**src/hdl/radix2_dif_fft_engine_assert.svh**
```systemverilog
// assertion macros for the radix-2 dif fft engine
// no dependencies; define ASSERT_OFF to drop all checks
`ifndef RADIX2_DIF_FFT_ENGINE_ASSERT_SVH
`define RADIX2_DIF_FFT_ENGINE_ASSERT_SVH
`ifndef ASSERT_OFF
`define FFT_ASSERT(lbl, clk, rstn, prop, msg) \
  lbl: assert property (@(posedge clk) disable iff (!rstn) prop) else $error(msg);
`define FFT_ASSERT_NEVER(lbl, clk, rstn, cond, msg) \
  lbl: assert property (@(posedge clk) disable iff (!rstn) !(cond)) else $error(msg);
`else
`define FFT_ASSERT(lbl, clk, rstn, prop, msg)
`define FFT_ASSERT_NEVER(lbl, clk, rstn, cond, msg)
`endif
`endif

```
**src/hdl/r2fft_pkg.sv**
```systemverilog
// shared types and constants for the radix-2 dif fft engine
// no dependencies
`timescale 1ns / 1ps
`default_nettype none
package r2fft_pkg;
  localparam int MaxPoints = 1024;
  localparam int AddrW = $clog2(MaxPoints);
  localparam int TwAddrW = AddrW - 1;
  localparam int MaxLog = AddrW;
  localparam int StageW = $clog2(MaxLog + 1);

  localparam logic [1:0] FuncLoadSample = 2'd0;
  localparam logic [1:0] FuncLoadTw = 2'd1;
  localparam logic [1:0] FuncRun = 2'd2;
  localparam logic [1:0] FuncRead = 2'd3;

  // commands from controller to datapath
  typedef struct packed {
    logic              smp_wr;    // load a sample
    logic              tw_wr;     // load a twiddle
    logic              rd;        // read a bin
    logic              clr_ovf;   // start of run
    logic              bf_rd;     // read butterfly operands
    logic              last;      // last stage, no twiddle
    logic [AddrW-1:0]  addr_u;
    logic [AddrW-1:0]  addr_v;
    logic [TwAddrW-1:0] addr_t;
  } dp_cmd_t;

  function automatic logic [AddrW-1:0] bit_rev(logic [AddrW-1:0] x, logic [StageW-1:0] l);
    logic [AddrW-1:0] r;
    r = '0;
    for (int b = 0; b < AddrW; b++) begin
      if (b < int'(l)) r[int'(l) - 1 - b] = x[b];
    end
    return r;
  endfunction
endpackage
`default_nettype wire

```
**src/hdl/r2fft_ctrl.sv**
```systemverilog
// controller: decodes items and sequences butterflies stage by stage
// depends on r2fft_pkg
`timescale 1ns / 1ps
`default_nettype none
`include "radix2_dif_fft_engine_assert.svh"
module r2fft_ctrl (
  input  wire logic        clk_i,
  input  wire logic        rst_ni,
  input  wire logic        in_valid_i,
  output logic             in_ready_o,
  input  wire logic [1:0]  func_i,
  input  wire logic [9:0]  index_i,
  input  wire logic [3:0]  log2_i,
  output r2fft_pkg::dp_cmd_t cmd_o,
  output logic             res_valid_o,
  output logic             res_kind_o,
  input  wire logic        res_ready_i
);
  localparam int AW = r2fft_pkg::AddrW;
  localparam int SW = r2fft_pkg::StageW;
  localparam logic [2:0] StIdle = 3'd0;
  localparam logic [2:0] StBfly = 3'd1;
  localparam logic [2:0] StWait = 3'd2;
  localparam logic [2:0] StRead = 3'd3;
  localparam logic [2:0] StOut  = 3'd4;

  logic [2:0] state_q, state_d;
  logic [SW-1:0] stage_q, stage_d, l_used;
  logic [AW-1:0] cnt_q, cnt_d;     // butterfly number within stage
  logic [2:0] wait_q, wait_d;
  logic kind_q, kind_d;
  logic accept;

  // clamp the configured size
  always_comb begin
    if (log2_i < 4'd2) l_used = SW'(2);
    else if (log2_i > 4'(r2fft_pkg::MaxLog)) l_used = SW'(r2fft_pkg::MaxLog);
    else l_used = log2_i[SW-1:0];
  end

  assign in_ready_o = (state_q == StIdle);
  assign accept = in_valid_i && in_ready_o;

  // butterfly addresses: half = n >> (s+1), k = cnt mod half
  logic [AW:0] half, hmask;
  logic [AW-1:0] k, u;
  always_comb begin
    half = (AW+1)'(1) << (l_used - stage_q - SW'(1));
    hmask = half - 1'b1;
    k = cnt_q & hmask[AW-1:0];
    u = ((cnt_q & ~hmask[AW-1:0]) << 1) | k;
  end

  always_comb begin
    state_d = state_q; stage_d = stage_q; cnt_d = cnt_q; wait_d = wait_q;
    kind_d = kind_q;
    cmd_o = '0;
    cmd_o.addr_u = index_i;
    cmd_o.addr_t = index_i[AW-2:0];
    unique case (state_q)
      StIdle: begin
        if (accept) begin
          unique case (func_i)
            r2fft_pkg::FuncLoadSample: cmd_o.smp_wr = 1'b1;
            r2fft_pkg::FuncLoadTw: cmd_o.tw_wr = (index_i[AW-1] == 1'b0);
            r2fft_pkg::FuncRun: begin
              cmd_o.clr_ovf = 1'b1;
              state_d = StBfly; stage_d = '0; cnt_d = '0;
              kind_d = 1'b1;
            end
            r2fft_pkg::FuncRead: begin
              cmd_o.rd = 1'b1;
              cmd_o.addr_u = r2fft_pkg::bit_rev(index_i & AW'(((AW+1)'(1) << l_used) - 1'b1), l_used);
              state_d = StRead; kind_d = 1'b0;
            end
            default: ;
          endcase
        end
      end
      StBfly: begin
        // one butterfly at a time: the full pipeline drains before the next read
        cmd_o.addr_u = u;
        cmd_o.addr_v = u | half[AW-1:0];
        cmd_o.addr_t = (AW-1)'(k << stage_q);
        cmd_o.last = (stage_q == l_used - SW'(1));
        cmd_o.bf_rd = (wait_q == 3'd0);
        wait_d = wait_q + 3'd1;
        if (wait_q == 3'd4) begin
          wait_d = '0;
          if (cnt_q == AW'(((AW+1)'(1) << (l_used - SW'(1))) - 1'b1)) begin
            cnt_d = '0;
            if (stage_q == l_used - SW'(1)) state_d = StOut;
            else stage_d = stage_q + SW'(1);
          end else cnt_d = cnt_q + 1'b1;
        end
      end
      StRead: state_d = StOut;
      StOut: if (res_ready_i) state_d = StIdle;
      default: state_d = StIdle;
    endcase
  end

  assign res_valid_o = (state_q == StOut);
  assign res_kind_o = kind_q;

  always_ff @(posedge clk_i or negedge rst_ni) begin
    if (!rst_ni) begin
      state_q <= StIdle; stage_q <= '0; cnt_q <= '0; wait_q <= '0;
      kind_q <= 1'b0;
    end else begin
      state_q <= state_d; stage_q <= stage_d; cnt_q <= cnt_d; wait_q <= wait_d;
      kind_q <= kind_d;
    end
  end

  `FFT_ASSERT(a_run_starts, clk_i, rst_ni, (accept && func_i == r2fft_pkg::FuncRun) |=> (state_q == StBfly), "run did not start")
  `FFT_ASSERT(a_read_out, clk_i, rst_ni, (state_q == StRead) |=> res_valid_o, "read result missing")
  `FFT_ASSERT_NEVER(a_stage_range, clk_i, rst_ni, (state_q == StBfly) && (stage_q >= l_used), "stage beyond size")
endmodule
`default_nettype wire

```
**config.mk**
```make
export PLATFORM = sky130hd
export DESIGN_NAME = r2fft_ctrl
export DESIGN_NICKNAME = d
export VERILOG_FILES = /design/src/hdl/r2fft_pkg.sv /design/src/hdl/r2fft_ctrl.sv
export VERILOG_INCLUDE_DIRS = /design/src /design/src/hdl
export SDC_FILE = /design/constraint.sdc
export NUM_CORES = 1
export LEC_CHECK = 0
export BUFFER_PORTS_ARGS = -buffer_cell sky130_fd_sc_hd__buf_2
export CORE_MARGIN = 2
export CORE_UTILIZATION = 35
export CTS_CLUSTER_SIZE = 10
export DETAILED_ROUTE_END_ITERATION = 7
export MAX_ROUTING_LAYER = met4
export PLACE_DENSITY = 0.52
export SLEW_MARGIN = 40
export SYNTH_ARGS = -nofsm -noshare
export SYNTH_HDL_FRONTEND = slang
export SYNTH_SLANG_ARGS = --single-unit
```
**constraint.sdc**
```tcl
create_clock -name clk_i -period 7.4 [get_ports clk_i]
set_input_delay 0.37 -clock clk_i [delete_from_list [all_inputs] [get_ports clk_i]]
set_output_delay 0.37 -clock clk_i [all_outputs]
set_load 0.005 [all_outputs]
```
==> flow_summary.json, run 1 <==
{
  "detail_route.drc_violations": 0,
  "class_of_the_most_critical_setup_path": "input port to primary output",
  "effective_utilization_at_floorplan_pct": 35.8,
  "io_pins": 58,
  "worstPathMaxFanout": 30,
  "final_antenna_net_count": 0,
  "synthDominantCellAreaShare_pct": 10.1,
  "die_h_um": 126,
  "slew_violations": 0,
  "timing.fmax_ghz": 0.171,
  "ys_seq_area_share_pct": 10.1,
  "gpl.final_weighted_congestion": 0.983,
  "number_of_port_buffers": 57,
  "globalRoute.totalOverflow": 0,
  "filler_cell_count": 1612,
  "pwr-share-comb_pct": 73.4,
  "worst_setup_path_start_kind": "input port",
  "share_of_cells_above_drive_strength_1_pct": 12.1,
  "synth-main-ff-cell": "sky130_fd_sc_hd__dfrtp_1",
  "cts_setup_buffers": 0,
  "powerDensity_mw_per_mm2": 230,
  "timing.final.crit_share_pct": 79.2,
  "power_frac_seq_pct": 17.4,
  "ys_types": 77,
  "synthDominantAreaCellType": "sky130_fd_sc_hd__dfrtp_1",
  "cts_inserted_buffers": 3,
  "cp-end-kind": "primary output",
  "coreArea_mm2": 0.0145,
  "synth_fp_nets": 853,
  "diodes": 0,
  "grt_util_all_layers_pct": 30.7,
  "number_of_sinks_driven_by_the_clock_tree": 21,
  "core.rowCount": 44,
  "post-route-min-period_ps": 5860,
  "setup_repair_after_global_routing_missed_its_margin": "false",
  "report.final.hold_viol_count": 0,
  "reg_clk_slew_reported_paths_ps": 60,
  "internal_power_mw": 0.562,
  "ir_drop_v": 0.000183,
  "area_delta_synth_final_pct": 8.64,
  "cts_tree": "yes",
  "cts_buffer_depth": 2,
  "detailedPlace.worstSlack_ps": 1700,
  "hold_class": "input port to async pin",
  "root_buffer": "sky130_fd_sc_hd__clkbuf_16",
  "dr.first_iter.drc_count": 719,
  "number_of_antenna_violations_at_the_first_check_in_global_routing": 0,
  "cts_hold_buf": 0,
  "clkPwrFrac_pct": 9.2,
  "cts-htree-levels": 1,
  "most_repeated_cell_in_the_gate_level_netlist_after_synthesis": "sky130_fd_sc_hd__nand2_1",
  "power.share.switching_pct": 56.7,
  "top_cells_by_area_in_the_synthesized_netlist": "sky130_fd_sc_hd__dfrtp_1 10%, sky130_fd_sc_hd__nand2_1 6.8%, sky130_fd_sc_hd__ha_1 6.3%",
  "p_switching_mw": 0.737,
  "critical-path-top-cell-by-count": "sky130_fd_sc_hd__ha_1",
  "die_width_um": 126,
  "status": "finished, final reports clean",
  "critical_path.cell_chain": "buf_2 -> o21ai_0 -> and3_1 -> inv_1 -> ha_1 -> ha_1 -> buf_4 -> ha_1 -> nand2b_1 -> mux2_2 -> a21oi_1 -> a211oi_1 -> a311oi_1 -> o221ai_1 -> a31oi_1 -> o21ai_0 -> buf_2",
  "maxSlewHeadroom_pct": 39.9,
  "synthCells": 806,
  "routedWlPerCell_um": 24.2,
  "nNetsFinal": 867,
  "total_of_flip_flops_plus_latches_after_synthesis": 21,
  "synthesis.area_per_instance_um2": 6.45,
  "layout_setup_ws_ps": 1540,
  "routed_wl_mm": 24.3,
  "clock_insertion_delay_worst_skew_ps": 260,
  "route.vias.total": 6762,
  "critical_path_arrival_ps": 5490,
  "data_required_critical_path_ps": 7030,
  "delay_of_the_slowest_cell_on_the_worst_path_ps": 700,
  "synth-edff-count": 0,
  "cap_viol_max_count": 0,
  "fp.dieArea_mm2": 0.0158,
  "post_synth_instance_area_mm2": 0.00520,
  "detailed_place_hpwl_mm": 18.4,
  "detail_route.first_pass.iterations": 6,
  "largest_net_degree_at_the_start_of_global_routing": 42,
  "worst_pin_slew_ps": 895,
  "route.detailed.vias_per_inst": 6.74,
  "grt_first_pass_wirelength_mm": 37.7,
  "final-setup-viol-count": 0,
  "postCtsResizedCells": 0,
  "ys.warnings.count": 0,
  "synth_async_sr_flop_share_pct": 100,
  "first_global_vias": 6341,
  "worst_clock_skew_ps": 1.54,
  "critical_path.slowest_cell": "sky130_fd_sc_hd__ha_1",
  "power_leakage_nw": 2.22,
  "post_synth_most_frequent_cells": "94 x sky130_fd_sc_hd__nand2_1, 85 x sky130_fd_sc_hd__nor2_1, 60 x sky130_fd_sc_hd__o21ai_0",
  "fin_setup_tns_ps": 0
}
## per-layer routing
metal | up-vias | part of all wire, % | routed length (um) | track usage, %
met5 | - | 0 | 0 | -
met4 | 0 | 5.4 | 1320 | 15.1
met3 | 82 | 7.7 | 1880 | 2.93
met2 | 409 | 46 | 11200 | 48.7
met1 | 3217 | 41 | 9950 | 39.0
li1 | 3054 | - | - | -
## sequential cells by signal, summed over array words and instances, names as in the netlist
signal and flops:
wait_q 3, cnt_q 10, state_q 3, res_kind_o 1, stage_q 4
## through the flow
step                cell area, um2  total power [mW]  hold slack, ps  std cells  utilization, %
global route                  5650              1.40             112       1003            38.9
detailed placement            5570              1.15             376        999            38.3
CTS                           5650              1.28            92.4       1003            38.9
finish                        5650              1.30            74.8       1003            38.9
floorplan                     5200             0.815            74.4        806               -
global placement              5560              1.15             361        999            38.3
## final timing paths
check,cells after the start,slack (ps),from,to
setup / recovery,17,1540,log2_i[2],cmd_o[19]
hold / removal,1,70,rst_ni,wait_q[1]$_DFFE_PN0P_
setup reg to reg,8,4360,cnt_q[4]$_DFFE_PN0P_,state_q[0]$_DFFE_PN0P_
hold reg to reg,1,480,res_kind_o$_DFFE_PN0P_,res_kind_o$_DFFE_PN0P_
max in group asynchronous,1,6970,rst_ni,cnt_q[2]$_DFFE_PN0P_
min in group clk_i,1,480,res_kind_o$_DFFE_PN0P_,res_kind_o$_DFFE_PN0P_
## cell families after synthesis
family | after synthesis | synth area share, %
simple gates | 359 | 33.8
compound gates | 267 | 35.0
buf+inv | 89 | 6.79
xor+xnor | 30 | 5.05
fa+ha+maj | 27 | 6.64
flops | 21 | 10.1
mux | 13 | 2.57
## layout make-up
cell class	instances	area, um2	area share [%]
multi-input combinational	696	4330	76.6
clock inverter	1	5.00	0.0886
timing repair buffer	69	375	6.64
inverter	29	109	1.93
clock buffer	3	75.1	1.33
tap	184	230	4.08
sequential	21	526	9.30
## placed cells by master (no fill, tap or decap), types with 8 or more instances in the layout
cell type                   count
sky130_fd_sc_hd__a2111oi_0      8
sky130_fd_sc_hd__a21oi_1       45
sky130_fd_sc_hd__a221oi_1       9
sky130_fd_sc_hd__a22oi_1        8
sky130_fd_sc_hd__a31oi_1       15
sky130_fd_sc_hd__and2_1         9
sky130_fd_sc_hd__and3_1        13
sky130_fd_sc_hd__buf_2         57
sky130_fd_sc_hd__buf_4         12
sky130_fd_sc_hd__dfrtp_1       21
sky130_fd_sc_hd__ha_1          26
sky130_fd_sc_hd__inv_1         29
sky130_fd_sc_hd__mux2i_1       10
sky130_fd_sc_hd__nand2_1       94
sky130_fd_sc_hd__nand2b_1      14
sky130_fd_sc_hd__nand3_1       33
sky130_fd_sc_hd__nand4_1       20
sky130_fd_sc_hd__nor2_1        85
sky130_fd_sc_hd__nor2b_1       10
sky130_fd_sc_hd__nor3_1        33
sky130_fd_sc_hd__o211ai_1      15
sky130_fd_sc_hd__o21ai_0       60
sky130_fd_sc_hd__o22ai_1       16
sky130_fd_sc_hd__or2_2         10
sky130_fd_sc_hd__or3_1          8
sky130_fd_sc_hd__xnor2_1       18
sky130_fd_sc_hd__xor2_1        12
## power by group through the flow
stage / Combinational, mW / Sequential (mW) / Clock (mW)
2_1_floorplan: 0.644 / 0.171 / 0
3_3_place_gp: 0.926 / 0.224 / 0
3_5_place_dp: 0.928 / 0.227 / 0
4_1_cts: 0.933 / 0.224 / 0.122
5_1_grt: 1.04 / 0.233 / 0.127
6_report: 0.953 / 0.226 / 0.120
## worst max-delay path, delay by kind of cell
kind / cells / cell delay, ps
AOI/OAI and AO/OA: 7 / 2180
adders and majority gates: 3 / 1320
buffers and inverters: 4 / 880
muxes: 1 / 280
and+or+nand+nor: 2 / 450
Power figures use the tool's default switching activity.
==> run 2, diff against run 1 <==
PLACE_DENSITY = 0.54   (was 0.52)
clock period = 5.1 ns   (was 7.4 ns; I/O delays follow)
==> flow_summary.json, run 2 (synthesized netlist as in run 1, its figures left out) <==
{
  "number_of_antenna_violations_at_the_first_check_in_global_routing": 0,
  "slew_violations": 0,
  "critical_path_arrival_ps": 4490,
  "grt.met1_usage_pct": 37.2,
  "top_regs": "cnt_q: 10 flops, stage_q: 4 flops",
  "maxSlewHeadroom_pct": 39.1,
  "reg_clk_slew_reported_paths_ps": 60,
  "post-route-min-period_ps": 4740,
  "hold_class": "input port to flip-flop",
  "gpl.final_weighted_congestion": 1.03,
  "design_area_mm2": 0.00577,
  "power_leakage_nw": 2.28,
  "detailed_place_hpwl_mm": 17.3,
  "pwr-share-comb_pct": 73.7,
  "worst_clock_skew_ps": 2.89,
  "clock_insertion_delay_worst_skew_ps": 260,
  "cts_tree": "yes",
  "fp.dieArea_mm2": 0.0158,
  "io_pins": 58,
  "clkPwrFrac_pct": 9.0,
  "class_of_the_most_critical_setup_path": "input port to primary output",
  "cp-end-kind": "primary output",
  "finalNonFillerCells": 1017,
  "cts-htree-levels": 1,
  "leading_cell_type_in_the_layout_fill_and_taps_excluded": "sky130_fd_sc_hd__nand2_1",
  "timing.fmax_ghz": 0.211,
  "worst_pin_slew_ps": 907,
  "core.rowCount": 44,
  "ir_drop_v": 0.000371,
  "cts_setup_buffers": 0,
  "powerDensity_mw_per_mm2": 325,
  "data_required_critical_path_ps": 4850,
  "largest_reg_flops": 10,
  "grt_use_met2_pct": 43.9,
  "first_global_vias": 6285,
  "setup_repair_after_global_routing_missed_its_margin": "false",
  "internal_power_mw": 0.825,
  "most_utilized_layer_in_the_global_route_result": "met2",
  "routedWlPerCell_um": 22.1,
  "coreArea_mm2": 0.0145,
  "route.detailed.vias_per_inst": 6.52,
  "power.share.switching_pct": 55.9,
  "root_buffer": "sky130_fd_sc_hd__clkbuf_16",
  "number_of_port_buffers": 57,
  "area_delta_synth_final_pct": 10.9,
  "largest_net_degree_at_the_start_of_global_routing": 44,
  "route.vias.total": 6632,
  "die_h_um": 126,
  "globalRoute.totalOverflow": 0,
  "final-setup-viol-count": 0,
  "worst_setup_path_start_kind": "input port",
  "dr.first_iter.drc_count": 704,
  "timing.final.crit_share_pct": 93.0,
  "number_of_sinks_driven_by_the_clock_tree": 21,
  "fin_setup_tns_ps": 0,
  "cap_viol_max_count": 0,
  "effective_utilization_at_floorplan_pct": 35.8,
  "grt_util_all_layers_pct": 28.3,
  "grt_first_pass_wirelength_mm": 35.3,
  "share_of_cells_above_drive_strength_1_pct": 13.5,
  "status": "finished, final reports clean",
  "report.final.hold_viol_count": 0,
  "layout.cells.most_common_list": "94 x sky130_fd_sc_hd__nand2_1, 84 x sky130_fd_sc_hd__nor2_1, 60 x sky130_fd_sc_hd__o21ai_0",
  "placedCellCount": 1011,
  "filler_cell_count": 1655,
  "grt.met3_usage_pct": 2.46,
  "final_antenna_net_count": 0,
  "cts_buffer_depth": 2,
  "cts_inserted_buffers": 3,
  "detail_route.first_pass.iterations": 6,
  "place_area_mm2": 0.00567,
  "worstPathMaxFanout": 15,
  "power_frac_seq_pct": 17.3,
  "registers.top_by_ff_count": "cnt_q",
  "p_switching_mw": 1.05,
  "nNetsFinal": 880,
  "routed_wl_mm": 22.5,
  "detail_route.drc_violations": 0,
  "die_width_um": 126
}
run 2: path summary, 6_finish.rpt:
check	from	end	slack (ps)	depth (start not counted)
setup / recovery	log2_i[1]	cmd_o[25]	360	16
max in group asynchronous	rst_ni	cnt_q[9]$_DFFE_PN0P_	4230	2
min in group asynchronous	rst_ni	state_q[1]$_DFFE_PN0P_	510	2
hold reg to reg	res_kind_o$_DFFE_PN0P_	res_kind_o$_DFFE_PN0P_	480	1
hold / removal	res_ready_i	state_q[2]$_DFFE_PN0P_	450	4
setup reg to reg	cnt_q[4]$_DFFE_PN0P_	cnt_q[0]$_DFFE_PN0P_	2370	9
run 2: final cells by class:
type / count / area [um2] / area share, %
inverter: 29 / 109 / 1.89
timing repair buffer: 82 / 475 / 8.24
tap: 184 / 230 / 3.99
clock inverter: 1 / 5.00 / 0.0867
sequential: 21 / 526 / 9.11
antenna: 1 / 2.50 / 0.0434
clock buffer: 3 / 75.1 / 1.30
multi-input combinational: 696 / 4350 / 75.3
run 2: worst max-delay path, cell delays in order:
cell	delay [ps]
sky130_fd_sc_hd__buf_2	180
sky130_fd_sc_hd__o21ai_0	280
sky130_fd_sc_hd__and3_1	370
sky130_fd_sc_hd__ha_1	250
sky130_fd_sc_hd__inv_1	60
sky130_fd_sc_hd__fa_1	410
sky130_fd_sc_hd__xor2_1	490
sky130_fd_sc_hd__nand2_1	180
sky130_fd_sc_hd__nor2_1	270
sky130_fd_sc_hd__inv_1	170
sky130_fd_sc_hd__ha_1	290
sky130_fd_sc_hd__a31oi_1	360
sky130_fd_sc_hd__o21ai_0	270
sky130_fd_sc_hd__a22o_1	250
sky130_fd_sc_hd__a211o_1	280
sky130_fd_sc_hd__buf_2	130
run 2: layer usage:
layer	up-vias	share of wire (%)	wire, um
met3	87	8.0	1800
met2	393	45	10200
met1	3080	42	9360
met5	-	0	0
li1	3072	-	-
met4	0	5.0	1110
run 2: repair_timing:
action | 4_1_cts | 5_1_grt
hold buffers | 1 | 0
endpoints found under the setup margin | 0 | 1
resized for setup | 0 | 1
endpoints found under the hold margin | 21 | 0
run 2: power groups by stage:
stage | Clock (mW) | Sequential (mW) | Combinational (mW)
finish | 0.169 | 0.324 | 1.38
global route | 0.178 | 0.330 | 1.51
CTS | 0.173 | 0.320 | 1.35
detailed placement | 0 | 0.323 | 1.34
global placement | 0 | 0.324 | 1.36
floorplan | 0 | 0.248 | 0.940
run 2: per-stage QoR:
stage                     hold slack, ps  worst slack [ps]  total power [mW]  util (%)
after floorplan                    -40.6              17.8              1.19         -
after global placement               257               365              1.68      39.0
after detailed placement             262               391              1.67      39.0
after CTS                            447               376              1.84      39.7
after global routing                 481              32.9              2.02      39.7
final                                454               355              1.87      39.7
==> run 3, diff against run 2 <==
CTS_BUF_LIST = sky130_fd_sc_hd__clkbuf_4   (was unset)
==> flow_summary.json, run 3 (synthesized netlist as in run 1, its figures left out) <==
{
  "clock_insertion_delay_worst_skew_ps": 310,
  "number_of_port_buffers": 57,
  "routed_wl_mm": 22.5,
  "family_of_cells_with_the_greatest_summed_delay_on_the_critical_path": "compound AO/OA/AOI/OAI gates",
  "cts_buffer_depth": 2,
  "final_antenna_net_count": 0,
  "dr.first_iter.drc_count": 751,
  "slew_violations": 0,
  "critical_path.cell_chain": "buf_2 -> o21ai_0 -> and3_1 -> ha_1 -> inv_1 -> fa_1 -> xor2_1 -> nand2_1 -> nor2_1 -> inv_1 -> ha_1 -> a31oi_1 -> o21ai_0 -> a22o_1 -> a211o_1 -> buf_2",
  "cap_viol_max_count": 0,
  "die_width_um": 126,
  "detailed_place_hpwl_mm": 17.3,
  "hold_class": "input port to flip-flop",
  "p_switching_mw": 1.04,
  "critical_path.slowest_cell": "sky130_fd_sc_hd__xor2_1",
  "r2r_slack_ps": 2380,
  "fp.dieArea_mm2": 0.0158,
  "power.share.switching_pct": 58.1,
  "leading_cell_type_in_the_layout_fill_and_taps_excluded": "sky130_fd_sc_hd__nand2_1",
  "route.detailed.vias_per_inst": 6.51,
  "clkPwrFrac_pct": 4.7,
  "report.final.hold_viol_count": 0,
  "finalCoreUtilization_pct": 39.3,
  "final-setup-viol-count": 0,
  "cts_setup_buffers": 0,
  "pwr-share-comb_pct": 77.3,
  "nNetsFinal": 880,
  "gpl.final_weighted_congestion": 1.03,
  "cts-htree-levels": 1,
  "ir_drop_v": 0.000323,
  "maxSlewHeadroom_pct": 42.5,
  "whs_ps": 397,
  "critical_path_arrival_ps": 4500,
  "number_of_sinks_driven_by_the_clock_tree": 21,
  "effective_utilization_at_floorplan_pct": 35.8,
  "coreArea_mm2": 0.0145,
  "grt_first_pass_wirelength_mm": 35.3,
  "placedCellCount": 1011,
  "globalRoute.totalOverflow": 0,
  "timing.final.crit_share_pct": 93.3,
  "internal_power_mw": 0.748,
  "status": "finished, final reports clean",
  "power_frac_seq_pct": 18.1,
  "top_regs": "cnt_q: 10 flops, stage_q: 4 flops",
  "grt_use_met2_pct": 44.0,
  "reg_clk_slew_reported_paths_ps": 130,
  "delay_of_the_slowest_cell_on_the_worst_path_ps": 490,
  "detail_route.drc_violations": 0,
  "io_pins": 58,
  "route.vias.total": 6619,
  "largest_reg_flops": 10,
  "routedWlPerCell_um": 22.1,
  "share_of_cells_above_drive_strength_1_pct": 13.5,
  "worst_pin_slew_ps": 856,
  "cp-end-kind": "primary output",
  "worstPathMaxFanout": 15,
  "largest_net_degree_at_the_start_of_global_routing": 44,
  "worst_setup_path_start_kind": "input port",
  "core.rowCount": 44,
  "registers.top_by_ff_count": "cnt_q",
  "data_required_critical_path_ps": 4850,
  "fin_setup_tns_ps": 0,
  "layout.cells.most_common_list": "94 x sky130_fd_sc_hd__nand2_1, 84 x sky130_fd_sc_hd__nor2_1, 60 x sky130_fd_sc_hd__o21ai_0",
  "timing.fmax_ghz": 0.210,
  "grt.met3_usage_pct": 2.46,
  "cts_tree": "yes",
  "worst_clock_skew_ps": 8.77,
  "most_utilized_layer_in_the_global_route_result": "met2",
  "detail_route.first_pass.iterations": 6,
  "post-route-min-period_ps": 4760,
  "finalNonFillerCells": 1017,
  "cts_inserted_buffers": 3,
  "class_of_the_most_critical_setup_path": "input port to primary output",
  "grt.met1_usage_pct": 37.1,
  "setup_repair_after_global_routing_missed_its_margin": "false",
  "critPathBufInv": 4,
  "area_delta_synth_final_pct": 9.94,
  "die_h_um": 126,
  "grt_util_all_layers_pct": 28.2,
  "number_of_antenna_violations_at_the_first_check_in_global_routing": 0,
  "power_leakage_nw": 2.26,
  "first_global_vias": 6295,
  "powerDensity_mw_per_mm2": 312,
  "root_buffer": "sky130_fd_sc_hd__clkbuf_4"
}
-- run 3: cell counts in the layout (fill, tap and decap cells not counted) --
No cell type changed its count.
-- run 3: worst paths after layout --
path / start / to / cells past startpoint
worst min-delay path: res_ready_i / state_q[2]$_DFFE_PN0P_ / 4
worst max-delay path: log2_i[1] / cmd_o[25] / 16
max in group asynchronous: rst_ni / cnt_q[4]$_DFFE_PN0P_ / 2
worst min register to register: res_kind_o$_DFFE_PN0P_ / res_kind_o$_DFFE_PN0P_ / 1
worst max register to register: cnt_q[4]$_DFFE_PN0P_ / cnt_q[0]$_DFFE_PN0P_ / 9
min in group asynchronous: rst_ni / state_q[1]$_DFFE_PN0P_ / 2
-- run 3: area by class of cell --
class / instances / area (um2)
repair buffers: 82 / 475
diodes: 1 / 2.50
inverters: 29 / 109
fillers: 1663 / 8820
flip-flops and latches: 21 / 526
clock buffers: 3 / 22.5
multi-input cells: 696 / 4350
clock inverters: 1 / 5.00
well taps: 184 / 230
-- run 3: power groups by stage --
stage	registers, mW	clock network [mW]	logic, mW
after detailed placement	0.323	0	1.34
after global routing	0.330	0.0946	1.51
final	0.322	0.0831	1.38
after floorplan	0.248	0	0.940
after global placement	0.324	0	1.36
after CTS	0.319	0.0883	1.35
-- run 3: worst reg2reg max path, stage by stage (launching register included) --
cell and delay (ps):
sky130_fd_sc_hd__dfrtp_1 620, sky130_fd_sc_hd__inv_1 260, sky130_fd_sc_hd__nand4_1 140, sky130_fd_sc_hd__o311ai_0 110, sky130_fd_sc_hd__or3_1 330, sky130_fd_sc_hd__nor4b_1 270
sky130_fd_sc_hd__nor3b_2 330, sky130_fd_sc_hd__buf_4 230, sky130_fd_sc_hd__nor3_1 70, sky130_fd_sc_hd__mux2_2 270
-- run 3: metrics by stage --
stage          instance area (um2)  power [mW]  setup WS [ps]
3_5_place_dp                  5670        1.67            391
5_1_grt                       5710        1.93           29.8
4_1_cts                       5710        1.76            332
6_report                      5720        1.78            341
2_1_floorplan                 5230        1.19           17.8
3_3_place_gp                  5670        1.68            365
-- run 3: repair_timing --
| action | CTS | global route |
|---|---|---|
| hold buffers | 1 | 0 |
| setup endpoints to repair | 0 | 1 |
| endpoints found under the hold margin | 21 | 0 |
| gates resized for setup | 0 | 1 |
-- run 3: layer usage --
metal,share of wire [%],up-vias
met3,7.7,78
li1,-,3076
met4,4.8,0
met2,45,399
met1,42,3066
met5,0,-
